[src/rtl/core/assert_macros.svh]
// assertion macros shared by the scaler rtl
`ifndef ASSERT_MACROS_SVH
`define ASSERT_MACROS_SVH
`ifndef NO_ASSERTIONS
// property that must hold at every clock edge out of reset
`define SCJS_ASSERT_ALWAYS(label, clk, rst_n, expr) \
    label: assert property (@(posedge clk) disable iff (!rst_n) (expr)) \
        else $error("scaler assertion failed");
// same-cycle implication
`define SCJS_ASSERT_IMPLY(label, clk, rst_n, ante, cons) \
    label: assert property (@(posedge clk) disable iff (!rst_n) (ante) |-> (cons)) \
        else $error("scaler assertion failed");
`else
`define SCJS_ASSERT_ALWAYS(label, clk, rst_n, expr)
`define SCJS_ASSERT_IMPLY(label, clk, rst_n, ante, cons)
`endif
`endif

[src/rtl/core/scjs_pkg.sv]
// types and constants shared by the joystick scaler
package scjs_pkg;

    localparam int RAW_W     = 16;               // raw axis field width
    localparam int SPAN_W    = RAW_W + 1;        // max - min width
    localparam int RNG_W     = 17;               // range = high - low + 1
    localparam int VAL_W     = 16;               // scaled axis width
    localparam int NUM_W     = RAW_W + RNG_W;    // product width
    localparam int QUO_W     = 17;               // quotient never exceeds range
    localparam int DIV_CNT_W = 5;                // holds QUO_W
    localparam int AXES      = 4;
    localparam int AX_W      = 2;
    localparam int CFG_IDX_W = 1;

    localparam logic [AX_W-1:0] AX_LAST = 2'd3;

    localparam logic [CFG_IDX_W-1:0] CFG_RANGE_LOW  = 1'b0;
    localparam logic [CFG_IDX_W-1:0] CFG_RANGE_HIGH = 1'b1;

    localparam logic signed [VAL_W-1:0] DEF_LOW  = -16'sd1;
    localparam logic signed [VAL_W-1:0] DEF_HIGH = 16'sd1;

    localparam int BTN_FIRE_LSB = 4;

    typedef struct packed {
        logic [RAW_W-1:0] stick1_x_raw;
        logic [RAW_W-1:0] stick1_y_raw;
        logic [RAW_W-1:0] stick2_x_raw;
        logic [RAW_W-1:0] stick2_y_raw;
        logic [7:0]       button_bits;
    } t_in;

    typedef struct packed {
        logic signed [VAL_W-1:0] stick1_x;
        logic signed [VAL_W-1:0] stick1_y;
        logic signed [VAL_W-1:0] stick2_x;
        logic signed [VAL_W-1:0] stick2_y;
        logic                    stick1_fire_a;
        logic                    stick1_fire_b;
        logic                    stick2_fire_a;
        logic                    stick2_fire_b;
    } t_out;

    // one classified reading, waiting for the scaling unit
    typedef struct packed {
        logic [AXES-1:0][RAW_W-1:0]  diff;    // raw - min
        logic [AXES-1:0][SPAN_W-1:0] span;    // max - min
        logic [AXES-1:0]             bad;     // no positive span
        logic [1:0]                  absent;  // per stick
        logic signed [VAL_W-1:0]     low;
        logic signed [VAL_W-1:0]     high;
        logic signed [VAL_W-1:0]     mid;
        logic [RNG_W-1:0]            rng;
        logic [3:0]                  fire;
    } t_job;

    typedef struct packed {
        logic              start;
        logic [NUM_W-1:0]  num;
        logic [SPAN_W-1:0] den;
    } t_div_req;

    typedef struct packed {
        logic             busy;
        logic             done;
        logic [QUO_W-1:0] quo;
    } t_div_rsp;

    typedef enum logic [2:0] {
        BE_IDLE,
        BE_MUL,
        BE_START,
        BE_DIV,
        BE_OUT
    } t_be_state;

endpackage

[src/rtl/core/scjs_fe.sv]
// front end: config registers, min/max tracking and job building
`include "assert_macros.svh"
module scjs_fe #(
    parameter int AXIS_BITS = 16
) (
    input  logic                                i_clk,
    input  logic                                i_rst_n,
    input  logic                                i_cfg_we,
    input  logic [scjs_pkg::CFG_IDX_W-1:0]      i_cfg_idx,
    input  logic [scjs_pkg::VAL_W-1:0]          i_cfg_wdata,
    input  logic                                i_in_valid,
    output logic                                o_in_stall,
    input  scjs_pkg::t_in                       i_in_data,
    input  logic                                i_q_full,
    output logic                                o_q_push,
    output scjs_pkg::t_job                      o_q_job
);
    localparam int AW  = AXIS_BITS;
    localparam int RW  = scjs_pkg::RAW_W;
    localparam int SW  = scjs_pkg::SPAN_W;
    localparam int VW  = scjs_pkg::VAL_W;
    localparam int GW  = scjs_pkg::RNG_W;
    localparam int NAX = scjs_pkg::AXES;
    localparam int BL  = scjs_pkg::BTN_FIRE_LSB;

    logic [NAX-1:0][AW-1:0] r_min;
    logic [NAX-1:0][AW-1:0] n_min;
    logic [NAX-1:0][AW:0]   r_max;
    logic [NAX-1:0][AW:0]   n_max;
    logic signed [VW-1:0]   r_low;
    logic signed [VW-1:0]   r_high;

    logic [NAX-1:0][AW-1:0] raw;
    logic [NAX-1:0][AW:0]   max_seed;
    logic [NAX-1:0][AW-1:0] diff;
    logic [NAX-1:0][AW:0]   span;
    logic signed [VW-1:0]   eff_low;
    logic signed [VW-1:0]   eff_high;
    logic [VW+1:0]          rng_w;
    logic signed [VW+1:0]   mid_w;
    logic signed [VW+1:0]   high_ext;
    logic signed [VW-1:0]   mid_clip;
    logic                   accept;

    assign raw[0] = i_in_data.stick1_x_raw[AW-1:0];
    assign raw[1] = i_in_data.stick1_y_raw[AW-1:0];
    assign raw[2] = i_in_data.stick2_x_raw[AW-1:0];
    assign raw[3] = i_in_data.stick2_y_raw[AW-1:0];

    assign o_in_stall = i_q_full;
    assign accept     = i_in_valid && !i_q_full;
    assign o_q_push   = accept;

    // min first, seed an untouched max from it, then max
    always_comb begin
        for (int i = 0; i < NAX; i++) begin
            n_min[i]    = (raw[i] < r_min[i]) ? raw[i] : r_min[i];
            max_seed[i] = (r_max[i] == '0) ? ({1'b0, n_min[i]} + 1'b1) : r_max[i];
            n_max[i]    = ({1'b0, raw[i]} > max_seed[i]) ? {1'b0, raw[i]} : max_seed[i];
            diff[i]     = raw[i] - n_min[i];
            span[i]     = n_max[i] - {1'b0, n_min[i]};
        end
    end

    // effective range, fallback when low is not below high
    always_comb begin
        if (r_low >= r_high) begin
            eff_low  = scjs_pkg::DEF_LOW;
            eff_high = scjs_pkg::DEF_HIGH;
        end else begin
            eff_low  = r_low;
            eff_high = r_high;
        end
        rng_w    = {eff_high[VW-1], eff_high[VW-1], eff_high}
                 - {eff_low[VW-1], eff_low[VW-1], eff_low} + 1'b1;
        mid_w    = {eff_low[VW-1], eff_low[VW-1], eff_low} + {1'b0, rng_w[VW+1:1]};
        high_ext = {eff_high[VW-1], eff_high[VW-1], eff_high};
        mid_clip = (mid_w > high_ext) ? eff_high : mid_w[VW-1:0];
    end

    always_comb begin
        for (int i = 0; i < NAX; i++) begin
            o_q_job.diff[i] = RW'(diff[i]);
            o_q_job.span[i] = SW'(span[i]);
            o_q_job.bad[i]  = (n_max[i] <= {1'b0, n_min[i]});
        end
        o_q_job.absent[0] = (raw[0] == '0);
        o_q_job.absent[1] = (raw[2] == '0);
        o_q_job.low       = eff_low;
        o_q_job.high      = eff_high;
        o_q_job.mid       = mid_clip;
        o_q_job.rng       = rng_w[GW-1:0];
        o_q_job.fire      = ~i_in_data.button_bits[BL+3:BL];
    end

    always_ff @(posedge i_clk) begin
        if (!i_rst_n) begin
            r_low  <= scjs_pkg::DEF_LOW;
            r_high <= scjs_pkg::DEF_HIGH;
            r_min  <= '1;
            r_max  <= '0;
        end else begin
            if (i_cfg_we) begin
                case (i_cfg_idx)
                    scjs_pkg::CFG_RANGE_LOW:  r_low  <= $signed(i_cfg_wdata);
                    scjs_pkg::CFG_RANGE_HIGH: r_high <= $signed(i_cfg_wdata);
                    default: ;
                endcase
            end
            if (accept) begin
                r_min <= n_min;
                r_max <= n_max;
            end
        end
    end

    // once seeded, a maximum always sits above its minimum
    for (genvar g = 0; g < NAX; g++) begin : g_chk
        `SCJS_ASSERT_ALWAYS(a_max_above_min, i_clk, i_rst_n, (r_max[g] == '0) || (r_max[g] > {1'b0, r_min[g]}))
    end

endmodule

[src/rtl/core/scjs_fifo.sv]
// short job queue between front end and scaling unit
`include "assert_macros.svh"
module scjs_fifo #(
    parameter int DEPTH = 2
) (
    input  logic           i_clk,
    input  logic           i_rst_n,
    input  logic           i_push,
    input  scjs_pkg::t_job i_push_job,
    output logic           o_full,
    input  logic           i_pop,
    output scjs_pkg::t_job o_pop_job,
    output logic           o_empty
);
    localparam int PW = (DEPTH > 1) ? $clog2(DEPTH) : 1;
    localparam int CW = $clog2(DEPTH + 1);
    localparam logic [PW-1:0] LAST = PW'(DEPTH - 1);

    scjs_pkg::t_job r_mem [DEPTH];
    logic [PW-1:0]  r_wr;
    logic [PW-1:0]  r_rd;
    logic [CW-1:0]  r_cnt;

    assign o_full    = (r_cnt == CW'(DEPTH));
    assign o_empty   = (r_cnt == '0);
    assign o_pop_job = r_mem[r_rd];

    always_ff @(posedge i_clk) begin
        if (i_push) begin
            r_mem[r_wr] <= i_push_job;
        end
    end

    always_ff @(posedge i_clk) begin
        if (!i_rst_n) begin
            r_wr  <= '0;
            r_rd  <= '0;
            r_cnt <= '0;
        end else begin
            if (i_push) begin
                r_wr <= (r_wr == LAST) ? '0 : r_wr + 1'b1;
            end
            if (i_pop) begin
                r_rd <= (r_rd == LAST) ? '0 : r_rd + 1'b1;
            end
            case ({i_push, i_pop})
                2'b10:   r_cnt <= r_cnt + 1'b1;
                2'b01:   r_cnt <= r_cnt - 1'b1;
                default: r_cnt <= r_cnt;
            endcase
        end
    end

    `SCJS_ASSERT_ALWAYS(a_cnt_bounded, i_clk, i_rst_n, r_cnt <= CW'(DEPTH))
    `SCJS_ASSERT_IMPLY(a_no_overflow, i_clk, i_rst_n, i_push, !o_full || i_pop)

endmodule

[src/rtl/core/scjs_div.sv]
// restoring divider, one quotient bit per cycle
`include "assert_macros.svh"
module scjs_div (
    input  logic               i_clk,
    input  logic               i_rst_n,
    input  scjs_pkg::t_div_req i_req,
    output scjs_pkg::t_div_rsp o_rsp
);
    localparam int NW = scjs_pkg::NUM_W;
    localparam int QW = scjs_pkg::QUO_W;
    localparam int SW = scjs_pkg::SPAN_W;
    localparam int CN = scjs_pkg::DIV_CNT_W;

    logic [SW-1:0] r_rem;
    logic [QW-1:0] r_dvd;
    logic [SW-1:0] r_den;
    logic [CN-1:0] r_cnt;
    logic          r_busy;
    logic          r_done;

    logic [SW:0]   trial;
    logic [SW:0]   sub;
    logic          ge;

    assign trial = {r_rem, r_dvd[QW-1]};
    assign sub   = trial - {1'b0, r_den};
    assign ge    = (trial >= {1'b0, r_den});

    always_ff @(posedge i_clk) begin
        if (!i_rst_n) begin
            r_busy <= 1'b0;
            r_done <= 1'b0;
            r_cnt  <= '0;
        end else begin
            r_done <= 1'b0;
            if (i_req.start) begin
                r_busy <= 1'b1;
                r_cnt  <= CN'(QW);
            end else if (r_busy) begin
                r_cnt <= r_cnt - 1'b1;
                if (r_cnt == CN'(1)) begin
                    r_busy <= 1'b0;
                    r_done <= 1'b1;
                end
            end
        end
    end

    // upper product bits start below the divisor since the quotient fits QW bits
    always_ff @(posedge i_clk) begin
        if (i_req.start) begin
            r_rem <= {{(SW - (NW - QW)){1'b0}}, i_req.num[NW-1:QW]};
            r_dvd <= i_req.num[QW-1:0];
            r_den <= i_req.den;
        end else if (r_busy) begin
            r_rem <= ge ? sub[SW-1:0] : trial[SW-1:0];
            r_dvd <= {r_dvd[QW-2:0], ge};
        end
    end

    assign o_rsp.busy = r_busy;
    assign o_rsp.done = r_done;
    assign o_rsp.quo  = r_dvd;

    `SCJS_ASSERT_ALWAYS(a_cnt_range, i_clk, i_rst_n, r_cnt <= CN'(QW))

endmodule

[src/rtl/core/scjs_be.sv]
// back end: scales the four axes of a job in turn and holds the result
`include "assert_macros.svh"
module scjs_be (
    input  logic               i_clk,
    input  logic               i_rst_n,
    input  scjs_pkg::t_job     i_q_job,
    input  logic               i_q_empty,
    output logic               o_q_pop,
    output scjs_pkg::t_div_req o_div_req,
    input  scjs_pkg::t_div_rsp i_div_rsp,
    output logic               o_out_valid,
    input  logic               i_out_stall,
    output scjs_pkg::t_out     o_out_data
);
    localparam int NW  = scjs_pkg::NUM_W;
    localparam int VW  = scjs_pkg::VAL_W;
    localparam int NAX = scjs_pkg::AXES;
    localparam int AXW = scjs_pkg::AX_W;

    scjs_pkg::t_be_state   r_state;
    scjs_pkg::t_be_state   n_state;
    scjs_pkg::t_job        r_job;
    logic [AXW-1:0]        r_ax;
    logic [NW-1:0]         r_prod;
    logic signed [VW-1:0]  r_val [NAX];
    logic                  r_out_valid;
    scjs_pkg::t_out        r_out;

    logic                  out_free;
    logic                  div_start;
    logic                  store_val;
    logic                  load_out;
    logic [NW-1:0]         prod_w;
    logic signed [VW+1:0]  sum_w;
    logic signed [VW+1:0]  high_ext;
    logic signed [VW-1:0]  val_w;

    assign out_free = !r_out_valid || !i_out_stall;
    assign prod_w   = r_job.diff[r_ax] * r_job.rng;

    always_comb begin
        sum_w    = {1'b0, i_div_rsp.quo} + {r_job.low[VW-1], r_job.low[VW-1], r_job.low};
        high_ext = {r_job.high[VW-1], r_job.high[VW-1], r_job.high};
        if (r_job.absent[r_ax[AXW-1]]) begin
            val_w = r_job.mid;
        end else if (r_job.bad[r_ax]) begin
            val_w = r_job.low;
        end else if (sum_w > high_ext) begin
            val_w = r_job.high;
        end else begin
            val_w = sum_w[VW-1:0];
        end
    end

    always_comb begin
        n_state   = r_state;
        o_q_pop   = 1'b0;
        div_start = 1'b0;
        store_val = 1'b0;
        load_out  = 1'b0;
        case (r_state)
            scjs_pkg::BE_IDLE: begin
                if (!i_q_empty) begin
                    o_q_pop = 1'b1;
                    n_state = scjs_pkg::BE_MUL;
                end
            end
            scjs_pkg::BE_MUL: begin
                n_state = scjs_pkg::BE_START;
            end
            scjs_pkg::BE_START: begin
                div_start = 1'b1;
                n_state   = scjs_pkg::BE_DIV;
            end
            scjs_pkg::BE_DIV: begin
                if (i_div_rsp.done) begin
                    store_val = 1'b1;
                    n_state   = (r_ax == scjs_pkg::AX_LAST) ? scjs_pkg::BE_OUT
                                                            : scjs_pkg::BE_MUL;
                end
            end
            scjs_pkg::BE_OUT: begin
                if (out_free) begin
                    load_out = 1'b1;
                    n_state  = scjs_pkg::BE_IDLE;
                end
            end
            default: n_state = scjs_pkg::BE_IDLE;
        endcase
    end

    assign o_div_req.start = div_start;
    assign o_div_req.num   = r_prod;
    assign o_div_req.den   = r_job.span[r_ax];

    always_ff @(posedge i_clk) begin
        if (!i_rst_n) begin
            r_state     <= scjs_pkg::BE_IDLE;
            r_ax        <= '0;
            r_out_valid <= 1'b0;
        end else begin
            r_state <= n_state;
            if (o_q_pop) begin
                r_ax <= '0;
            end else if (store_val) begin
                r_ax <= r_ax + 1'b1;
            end
            if (load_out) begin
                r_out_valid <= 1'b1;
            end else if (!i_out_stall) begin
                r_out_valid <= 1'b0;
            end
        end
    end

    always_ff @(posedge i_clk) begin
        if (o_q_pop) begin
            r_job <= i_q_job;
        end
        if (r_state == scjs_pkg::BE_MUL) begin
            r_prod <= prod_w;
        end
        if (store_val) begin
            r_val[r_ax] <= val_w;
        end
        if (load_out) begin
            r_out.stick1_x      <= r_val[0];
            r_out.stick1_y      <= r_val[1];
            r_out.stick2_x      <= r_val[2];
            r_out.stick2_y      <= r_val[3];
            r_out.stick1_fire_a <= r_job.fire[0];
            r_out.stick1_fire_b <= r_job.fire[1];
            r_out.stick2_fire_a <= r_job.fire[2];
            r_out.stick2_fire_b <= r_job.fire[3];
        end
    end

    assign o_out_valid = r_out_valid;
    assign o_out_data  = r_out;

    `SCJS_ASSERT_IMPLY(a_div_running, i_clk, i_rst_n, r_state == scjs_pkg::BE_DIV, i_div_rsp.busy || i_div_rsp.done)
    `SCJS_ASSERT_IMPLY(a_all_axes_done, i_clk, i_rst_n, load_out, r_ax == '0)

endmodule

[src/rtl/core/self_calibrating_joystick_scaler.sv]
// self-calibrating joystick scaler, top level
// path from accepted reading to result valid: queue, pop, then per axis multiply, start and divide, then load
// the back end scales one reading at a time through the shared 17-step divider used by all four axes
// the front end keeps taking readings while the queue has room; the result register waits for stall
// reset (synchronous, active low): range -1..1, minimums all ones, maximums zero, queue empty
module self_calibrating_joystick_scaler #(
    parameter int AXIS_BITS   = 16,
    parameter int QUEUE_DEPTH = 2
) (
    input  logic                           i_clk,
    input  logic                           i_rst_n,
    // configuration writes, only while idle
    input  logic                           i_cfg_we,
    input  logic [scjs_pkg::CFG_IDX_W-1:0] i_cfg_idx,
    input  logic [scjs_pkg::VAL_W-1:0]     i_cfg_wdata,
    // raw game-port readings
    input  logic                           i_in_valid,
    output logic                           o_in_stall,
    input  scjs_pkg::t_in                  i_in_data,
    // scaled axes and buttons
    output logic                           o_out_valid,
    input  logic                           i_out_stall,
    output scjs_pkg::t_out                 o_out_data
);
    // front end to queue
    logic               q_push;
    logic               q_full;
    scjs_pkg::t_job     q_push_job;
    // queue to back end
    logic               q_pop;
    logic               q_empty;
    scjs_pkg::t_job     q_pop_job;
    // shared divider
    scjs_pkg::t_div_req div_req;
    scjs_pkg::t_div_rsp div_rsp;

    // calibration state lives here, so each job carries a snapshot
    // of min/max taken right after its own update
    scjs_fe #(
        .AXIS_BITS (AXIS_BITS)
    ) u_fe (
        .i_clk       (i_clk),
        .i_rst_n     (i_rst_n),
        .i_cfg_we    (i_cfg_we),
        .i_cfg_idx   (i_cfg_idx),
        .i_cfg_wdata (i_cfg_wdata),
        .i_in_valid  (i_in_valid),
        .o_in_stall  (o_in_stall),
        .i_in_data   (i_in_data),
        .i_q_full    (q_full),
        .o_q_push    (q_push),
        .o_q_job     (q_push_job)
    );

    // decouples the front end, which pushes each job in the cycle its reading is accepted, from the slow scaling loop
    scjs_fifo #(
        .DEPTH (QUEUE_DEPTH)
    ) u_fifo (
        .i_clk      (i_clk),
        .i_rst_n    (i_rst_n),
        .i_push     (q_push),
        .i_push_job (q_push_job),
        .o_full     (q_full),
        .i_pop      (q_pop),
        .o_pop_job  (q_pop_job),
        .o_empty    (q_empty)
    );

    // per axis: multiply (raw - min) by range, then divide by span
    scjs_be u_be (
        .i_clk       (i_clk),
        .i_rst_n     (i_rst_n),
        .i_q_job     (q_pop_job),
        .i_q_empty   (q_empty),
        .o_q_pop     (q_pop),
        .o_div_req   (div_req),
        .i_div_rsp   (div_rsp),
        .o_out_valid (o_out_valid),
        .i_out_stall (i_out_stall),
        .o_out_data  (o_out_data)
    );

    // one divider serves all four axes
    scjs_div u_div (
        .i_clk   (i_clk),
        .i_rst_n (i_rst_n),
        .i_req   (div_req),
        .o_rsp   (div_rsp)
    );

endmodule
[config.mk]
export PLATFORM = sky130hd
export DESIGN_NAME = self_calibrating_joystick_scaler
export DESIGN_NICKNAME = d
export VERILOG_FILES = /design/src/rtl/core/scjs_pkg.sv /design/src/rtl/core/scjs_fe.sv /design/src/rtl/core/scjs_fifo.sv /design/src/rtl/core/scjs_div.sv /design/src/rtl/core/scjs_be.sv /design/src/rtl/core/self_calibrating_joystick_scaler.sv
export VERILOG_INCLUDE_DIRS = /design/src /design/src/rtl/core
export SDC_FILE = /design/constraint.sdc
export NUM_CORES = 2
export LEC_CHECK = 0
export BUFFER_PORTS_ARGS = -buffer_cell sky130_fd_sc_hd__buf_4
export CORE_UTILIZATION = 30
export DETAILED_ROUTE_END_ITERATION = 10
export PLACE_DENSITY = 0.53
export SETUP_SLACK_MARGIN = 0.02
export SYNTH_ARGS = -nofsm -noshare
export SYNTH_HDL_FRONTEND = slang
export SYNTH_SLANG_ARGS = --single-unit
[constraint.sdc]
create_clock -name i_clk -period 58.7 [get_ports i_clk]
set_input_delay 5.87 -clock i_clk [delete_from_list [all_inputs] [get_ports i_clk]]
set_output_delay 5.87 -clock i_clk [all_outputs]
set_load 0.01 [all_outputs]
# Yosys cells after proc, flatten, opt, wreduce, memory -nomap -nowiden
# Memories as Yosys holds them, arrays and structs flattened. A register that Yosys moved wholly into a read port is not among the register bits.
# Index checks and enable logic that the tools add are counted.
# classes
addsub	23
bitwise	4
order_cmp	18
reduce_logical	21
eq_ne	13
muxes	58
mul	1
# ops
op	n
two-way mux 16 bit	13
two-way mux 17 bit	12
adder 16 x 1 -> 17 bit, second input constant	4
> comparator 16 x 17 -> 1 bit	4
less-or-equal comparator 17 x 16 -> 1 bit	4
zero test 17 bit	4
subtractor 17 x 16 -> 17 bit	4
less-than comparator 16 bit	4
subtractor 16 bit	4
> comparator 18 x 16 -> 1 bit	2
binary-select mux 17 bit (select 2 bit)	1
multiplier 16 x 17 -> 33 bit	1
binary-select mux 16 bit (select 2 bit)	1
zero test 16 bit	2
two-way mux 1 bit	22
adder 17 x 18 -> 18 bit	1
adder 18 x 1 -> 18 bit, second input constant	1
adder 18 x 17 -> 18 bit	1
>= comparator 18 x 17 -> 1 bit	1
subtractor 16 x 16 -> 17 bit	1
subtractor 17 bit	1
>= comparator 16 bit	1
one-hot mux 3 bit (5 select lines)	1
two-way mux 3 bit	4
29 further kinds	44
# totals
mem_bits_rw	478
word_cells	169
memories	2
register_bits	269
input_bits	94
out_inout_bits	70
# memory_table
name	words	word_bits	rd	rd_clocked_by_memory_dff	write_ports	line_no	source
u_fifo.r_mem	2	207	1	1	1	scjs_fifo.sv:19	scjs_pkg::t_job r_mem [DEPTH];
u_be.r_val	4	16	4	4	1	scjs_be.sv:25	logic signed [VW-1:0] r_val [NAX];

# Logic depth before layout (Yosys ltp)
# depth
depth_word	7
depth_mapped	58
mapped_depth_nobuf	55

# Cells and area by module
# A second synthesis with hierarchy kept.
# unflattened
hier_cells	5634
hier_area_um2	63389.5
# modules_own_cells
mod	n_inst	cells_per_inst	area_per_inst_um2
scjs_be	1	1733	22895.7
scjs_fe	1	2921	21390.5
scjs_fifo	1	666	15645.0
scjs_div	1	314	3458.3

# Worst setup path before layout
# Ideal clock, no wire load.
# synth_path
path_type	flip-flop to flip-flop
start	register u_be.r_state[0]
end	register u_fifo.r_cnt[1]
arrival_time_ns	23.310
setup_slack_ns	35.315
n_path_buf	1
setup_ns	0.076
stages_incl_launch_ff	6
path_cell_list	dfxtp_1 > clkbuf_1 > nor4_1 > ha_1 > or3_1 > a21boi_0
# synth_via
elab_chain_cells	4
elab_cells_between_ends	6
cone_classes	2 x eq/ne; 2 x mux; 2 x reduce/logical
# synth_lines
element	line_no	source
start: declaration	scjs_be.sv:20	scjs_pkg::t_be_state r_state;
start signal: assignment	scjs_be.sv:98	r_state <= scjs_pkg::BE_IDLE;
start signal: assignment	scjs_be.sv:102	r_state <= n_state;
zero test 3 bit *	scjs_be.sv:61	case (r_state)
two-way mux 1 bit *	scjs_be.sv:61	
via q_pop	self_calibrating_joystick_scaler.sv:30	logic q_pop;
equality test 2 x 1 -> 1 bit / equality test 2 bit (equally long branches)	scjs_fifo.sv:46	case ({i_push, i_pop})
one-hot mux 2 bit (2 select lines) / nonzero test 2 bit (equally long branches)	--	
end signal: assignment	scjs_fifo.sv:47	2'b10: r_cnt <= r_cnt + 1'b1;
end signal: assignment	scjs_fifo.sv:48	2'b01: r_cnt <= r_cnt - 1'b1;
end signal: assignment	scjs_fifo.sv:49	default: r_cnt <= r_cnt;
end: declaration	scjs_fifo.sv:22	logic [CW-1:0] r_cnt;
# Mark *: on every way through the listed nets, which the timed path passes. The rest lies on a longest branch.
# A chain may end at the register's enable or synchronous reset.

==> flow_summary.html <==
<table>
<tr><th>Metric</th><th>Value</th></tr>
<tr><th colspan="2">Layout</th></tr>
<tr><td>Fraction of layout instances using a drive strength above 1</td><td>roughly 13%</td></tr>
<tr><td>Area growth from synthesis to layout</td><td>13.6%</td></tr>
<tr><td>Number of filler instances in the final layout</td><td>slightly above 20k</td></tr>
<tr><td>Most used cells in the layout excluding fill and tap cells</td><td>836 x sky130_fd_sc_hd__edfxtp_1, 525 x sky130_fd_sc_hd__nand2_1, 514 x sky130_fd_sc_hd__inv_1</td></tr>
<tr><td>Most frequent standard cell in the layout excluding fill and tap cells</td><td>sky130_fd_sc_hd__edfxtp_1</td></tr>
<tr><td>Number of nets at the end of the flow</td><td>roughly 6.4k</td></tr>
<tr><th colspan="2">Clock network</th></tr>
<tr><td>Source-to-sink clock delay at the later pin of the worst-skew pair</td><td>820 ps</td></tr>
<tr><td>Post-CTS Repair Setup Buffers</td><td>0</td></tr>
<tr><td>H-tree Lvls</td><td>3</td></tr>
<tr><td>Hold-fix buffer count after cts</td><td>0</td></tr>
<tr><td>Number of buffers inserted during clock tree synthesis</td><td>115</td></tr>
<tr><td>Count of clock tree sinks</td><td>between 1k and 1.5k</td></tr>
<tr><td>Clock-pin transition on the worst setup and hold timing paths</td><td>roughly 60 ps</td></tr>
<tr><td>CTS tree</td><td>built</td></tr>
<tr><td>Buffer type at the clock tree root</td><td>sky130_fd_sc_hd__clkbuf_16</td></tr>
<tr><td>Resized cells post-CTS</td><td>0</td></tr>
<tr><td>Max clock buf depth</td><td>3</td></tr>
<tr><th colspan="2">Placement</th></tr>
<tr><td>Buffers on Ports</td><td>159</td></tr>
<tr><td>RD Place Congestion</td><td>approximately 0.85</td></tr>
<tr><td>Placement-stage worst setup slack</td><td>around 41,000 ps</td></tr>
<tr><td>Estimated wirelength of the detail-placed design</td><td>116 mm</td></tr>
<tr><th colspan="2">Timing</th></tr>
<tr><td>Number of max-slew violations in the final report</td><td>0</td></tr>
<tr><td>Relative slew slack</td><td>30.7%</td></tr>
<tr><td>Post-route clock skew</td><td>about 110 ps</td></tr>
<tr><td>Slew @ Worst Pin</td><td>approximately 1000 ps</td></tr>
<tr><td>Unrepaired setup endpoints after global routing</td><td>no</td></tr>
<tr><td>Final total negative setup slack</td><td>0 ps</td></tr>
<tr><td>Maximum clock frequency</td><td>between 0.06 and 0.07 GHz</td></tr>
<tr><td>Hold violation total from the final report</td><td>0</td></tr>
<tr><td>Ratio of final minimum period to clock period</td><td>28.2%</td></tr>
<tr><td>Final setup violating endpoints</td><td>0</td></tr>
<tr><td>Min setup slack post-route</td><td>between 40,000 and 50,000 ps</td></tr>
<tr><td>Post-layout min period</td><td>around 17,000 ps</td></tr>
<tr><th colspan="2">Detailed routing</th></tr>
<tr><td>Antenna-violating nets left</td><td>0</td></tr>
<tr><td>Count of routing violations after the opening detailed-route iteration</td><td>3,235</td></tr>
<tr><td>Total DRC errors in the routed layout</td><td>0</td></tr>
<tr><td>Routed wirelength normalized by instance count</td><td>roughly 19 um</td></tr>
<tr><td>Avg Vias per Cell</td><td>4.94</td></tr>
<tr><td>Overall via count from detail_route</td><td>around 42k</td></tr>
<tr><td>Drt pass-1 iters</td><td>6</td></tr>
<tr><td>Final routed wirelength across all metal layers</td><td>approximately 160 mm</td></tr>
<tr><th colspan="2">Synth</th></tr>
<tr><td>Proportion of netlist area held by the largest area contributor</td><td>between 40% and 50%</td></tr>
<tr><td>Number of nets in the synthesized netlist</td><td>6,303</td></tr>
<tr><td>Summed instance area of the synthesized netlist</td><td>slightly above 60,000 um2</td></tr>
<tr><td>Synthesis-stage register bit count</td><td>1,018</td></tr>
<tr><td>Post-synthesis cell type count</td><td>between 80 and 90</td></tr>
<tr><td>Number of synthesis warnings</td><td>0</td></tr>
<tr><td>Mapped Avg Cell Area</td><td>~11 um2</td></tr>
<tr><td>Sequential area share after synthesis</td><td>between 40% and 50%</td></tr>
<tr><td>Synth async-reset ratio</td><td>0%</td></tr>
<tr><td>Top post-synthesis cells by area</td><td>sky130_fd_sc_hd__edfxtp_1 41%, sky130_fd_sc_hd__ha_1 9.4%, sky130_fd_sc_hd__fa_1 7.0%</td></tr>
<tr><td>Cells after Synth</td><td>5,528</td></tr>
<tr><td>Post-synthesis cell type with the largest combined area</td><td>sky130_fd_sc_hd__edfxtp_1</td></tr>
<tr><td>EDFF count, synth</td><td>about 840</td></tr>
<tr><td>Main flop type after synthesis</td><td>sky130_fd_sc_hd__edfxtp_1</td></tr>
<tr><th colspan="2">Critical path</th></tr>
<tr><td>Most repeated library cell on the critical path</td><td>sky130_fd_sc_hd__o21ai_0</td></tr>
<tr><td>Sort of element at the end of the critical path</td><td>flop</td></tr>
<tr><td>Highest cell delay on the worst timing path</td><td>slightly below 800 ps</td></tr>
<tr><td>Critical path startpoint category</td><td>input pin</td></tr>
<tr><td>Library cell contributing the largest single delay on the critical path</td><td>sky130_fd_sc_hd__a2111oi_0</td></tr>
<tr><td>Worst path required time</td><td>approximately 59,000 ps</td></tr>
<tr><td>Maximum net fanout on the critical path</td><td>33</td></tr>
<tr><td>Crit Path Category</td><td>in2reg</td></tr>
<tr><td>Data arrival time of the critical path</td><td>approximately 17,000 ps</td></tr>
<tr><th colspan="2">Global routing</th></tr>
<tr><td>Via count of the first global-routing pass</td><td>about 42k</td></tr>
<tr><td>Total global routing track utilization</td><td>approximately 15%</td></tr>
<tr><td>Largest net degree at the start of global routing</td><td>between 100 and 150</td></tr>
<tr><td>GRT Residual Overflow</td><td>0</td></tr>
<tr><td>First-pass GRT wire length</td><td>between 200 and 250 mm</td></tr>
<tr><td>Initial antenna violation count</td><td>11</td></tr>
<tr><th colspan="2">Die</th></tr>
<tr><td>Die Area</td><td>roughly 210,000 um2</td></tr>
<tr><td>Ports</td><td>~160</td></tr>
<tr><td>Number of placement rows</td><td>approximately 170</td></tr>
<tr><td>Initial standard-cell utilization of the core</td><td>30.2%</td></tr>
<tr><td>Area of the core</td><td>a little over 200,000 um2</td></tr>
<tr><td>Chip height</td><td>roughly 460 um</td></tr>
<tr><td>Die span in x</td><td>around 460 um</td></tr>
<tr><th colspan="2">Outcome</th></tr>
<tr><td>Outcome</td><td>complete, no violations</td></tr>
<tr><th colspan="2">Worst hold path</th></tr>
<tr><td>Path category of the worst min-delay check</td><td>reg2reg</td></tr>
<tr><th colspan="2">Run</th></tr>
<tr><td>Max-cap viol count</td><td>0</td></tr>
</table>
-- cell usage after synthesis, types with 15 or more instances --
cell                       count
sky130_fd_sc_hd__nand4_1      88
sky130_fd_sc_hd__mux2i_1      79
sky130_fd_sc_hd__nor3_1       62
sky130_fd_sc_hd__or4_1        16
sky130_fd_sc_hd__o221ai_1     17
sky130_fd_sc_hd__a211oi_1     15
sky130_fd_sc_hd__mux2_2      227
sky130_fd_sc_hd__nand2b_1     54
sky130_fd_sc_hd__a31oi_1      35
sky130_fd_sc_hd__nor4_1       40
sky130_fd_sc_hd__dfxtp_1     182
sky130_fd_sc_hd__or3_1        32
sky130_fd_sc_hd__o21bai_1     22
sky130_fd_sc_hd__and3_1       22
sky130_fd_sc_hd__nor2_1      322
sky130_fd_sc_hd__fa_1        218
sky130_fd_sc_hd__o31ai_1      21
sky130_fd_sc_hd__o311ai_0     37
sky130_fd_sc_hd__and4_1       18
sky130_fd_sc_hd__a21o_1      167
sky130_fd_sc_hd__mux4_2       34
sky130_fd_sc_hd__and2_1      116
sky130_fd_sc_hd__o21a_1       52
sky130_fd_sc_hd__nand2_1     526
sky130_fd_sc_hd__clkbuf_1    186
sky130_fd_sc_hd__o21ai_0     165
sky130_fd_sc_hd__o211ai_1     77
sky130_fd_sc_hd__xnor2_1     116
sky130_fd_sc_hd__a21boi_0     69
sky130_fd_sc_hd__nor2b_1      46
sky130_fd_sc_hd__edfxtp_1    836
sky130_fd_sc_hd__nand3_1     142
sky130_fd_sc_hd__inv_1       514
sky130_fd_sc_hd__xor2_1       98
sky130_fd_sc_hd__a21oi_1     251
sky130_fd_sc_hd__ha_1        463
sky130_fd_sc_hd__buf_1        24
-- worst max-delay path: cells and delay by family --
kind | cells | cell delay (ps)
AO/OA/AOI/OAI | 43 | 8270
buffers and inverters | 4 | 1010
AND/OR/NAND/NOR | 3 | 340
adder cells (fa/ha/maj) | 4 | 1290
XOR/XNOR | 1 | 180
-- area by class of cell --
class                   count  area (um2)  area share (%)
multi-input cells        3781       30500            43.4
flip-flops and latches   1018       28800            40.9
well taps                2688        3360            4.78
clock buffers             129        2930            4.17
inverters                 515        1940            2.76
repair buffers            210        1610            2.28
clock inverters            88        1210            1.73
diodes                      3        7.51          0.0107
-- layer usage --
metal | vias to the layer above | wire [um] | GRT usage, %
met5 | - | 13 | 0
met4 | 2 | 4760 | 4.84
met3 | 231 | 7420 | 2.22
met2 | 914 | 73900 | 24.6
met1 | 20432 | 73000 | 20.3
li1 | 20104 | - | -
-- flip-flops by register name (all words and copies together) (netlist names), 2 cells and up --
signal,cells
o_out_data,64
u_be.high_ext,16
u_be.o_out_data,4
u_be.r_ax,2
u_be.r_job,191
u_be.r_prod,33
u_be.r_state,3
u_be.r_val,64
u_div.r_cnt,5
u_div.r_den,17
u_div.r_dvd,17
u_div.r_rem,17
u_fe.r_high,16
u_fe.r_low,16
u_fe.r_max,68
u_fe.r_min,64
u_fifo.r_cnt,2
u_fifo.r_mem,414
-- through the flow --
step                hold slack (ps)  util, %  cells  instance area (um2)
floorplan                       400        -   5528                61900
global route                    411     34.3   8430                70300
CTS                             404     34.3   8429                70300
finish                          402     34.3   8432                70300
global placement                401     32.3   8212                66200
detailed placement              405     32.3   8212                66200
-- final timing paths --
kind	start	to	slack (ps)	depth (start not counted)
worst min register to register	u_be.r_val[1][13]	o_out_data[49]	400	0
worst max register to register	u_fe.r_min[33]	u_fifo.r_mem[0][73]	47000	55
worst min-delay path	u_be.r_val[1][13]	o_out_data[49]	400	0
worst max-delay path	i_in_data[25]	u_fifo.r_mem[0][73]	42170	55
-- logic make-up after synthesis --
group                    synth area share [%]
flip-flops                               46.4
XOR/XNOR                                 3.13
adder cells (fa/ha/maj)                  16.5
multiplexers                             6.84
buffers and inverters                    4.45
AND/OR/NAND/NOR                          11.7
AO/OA/AOI/OAI                            11.0
Power is not shown: default switching activity piles up to over one toggle a cycle in this logic, so the estimate is an artifact.
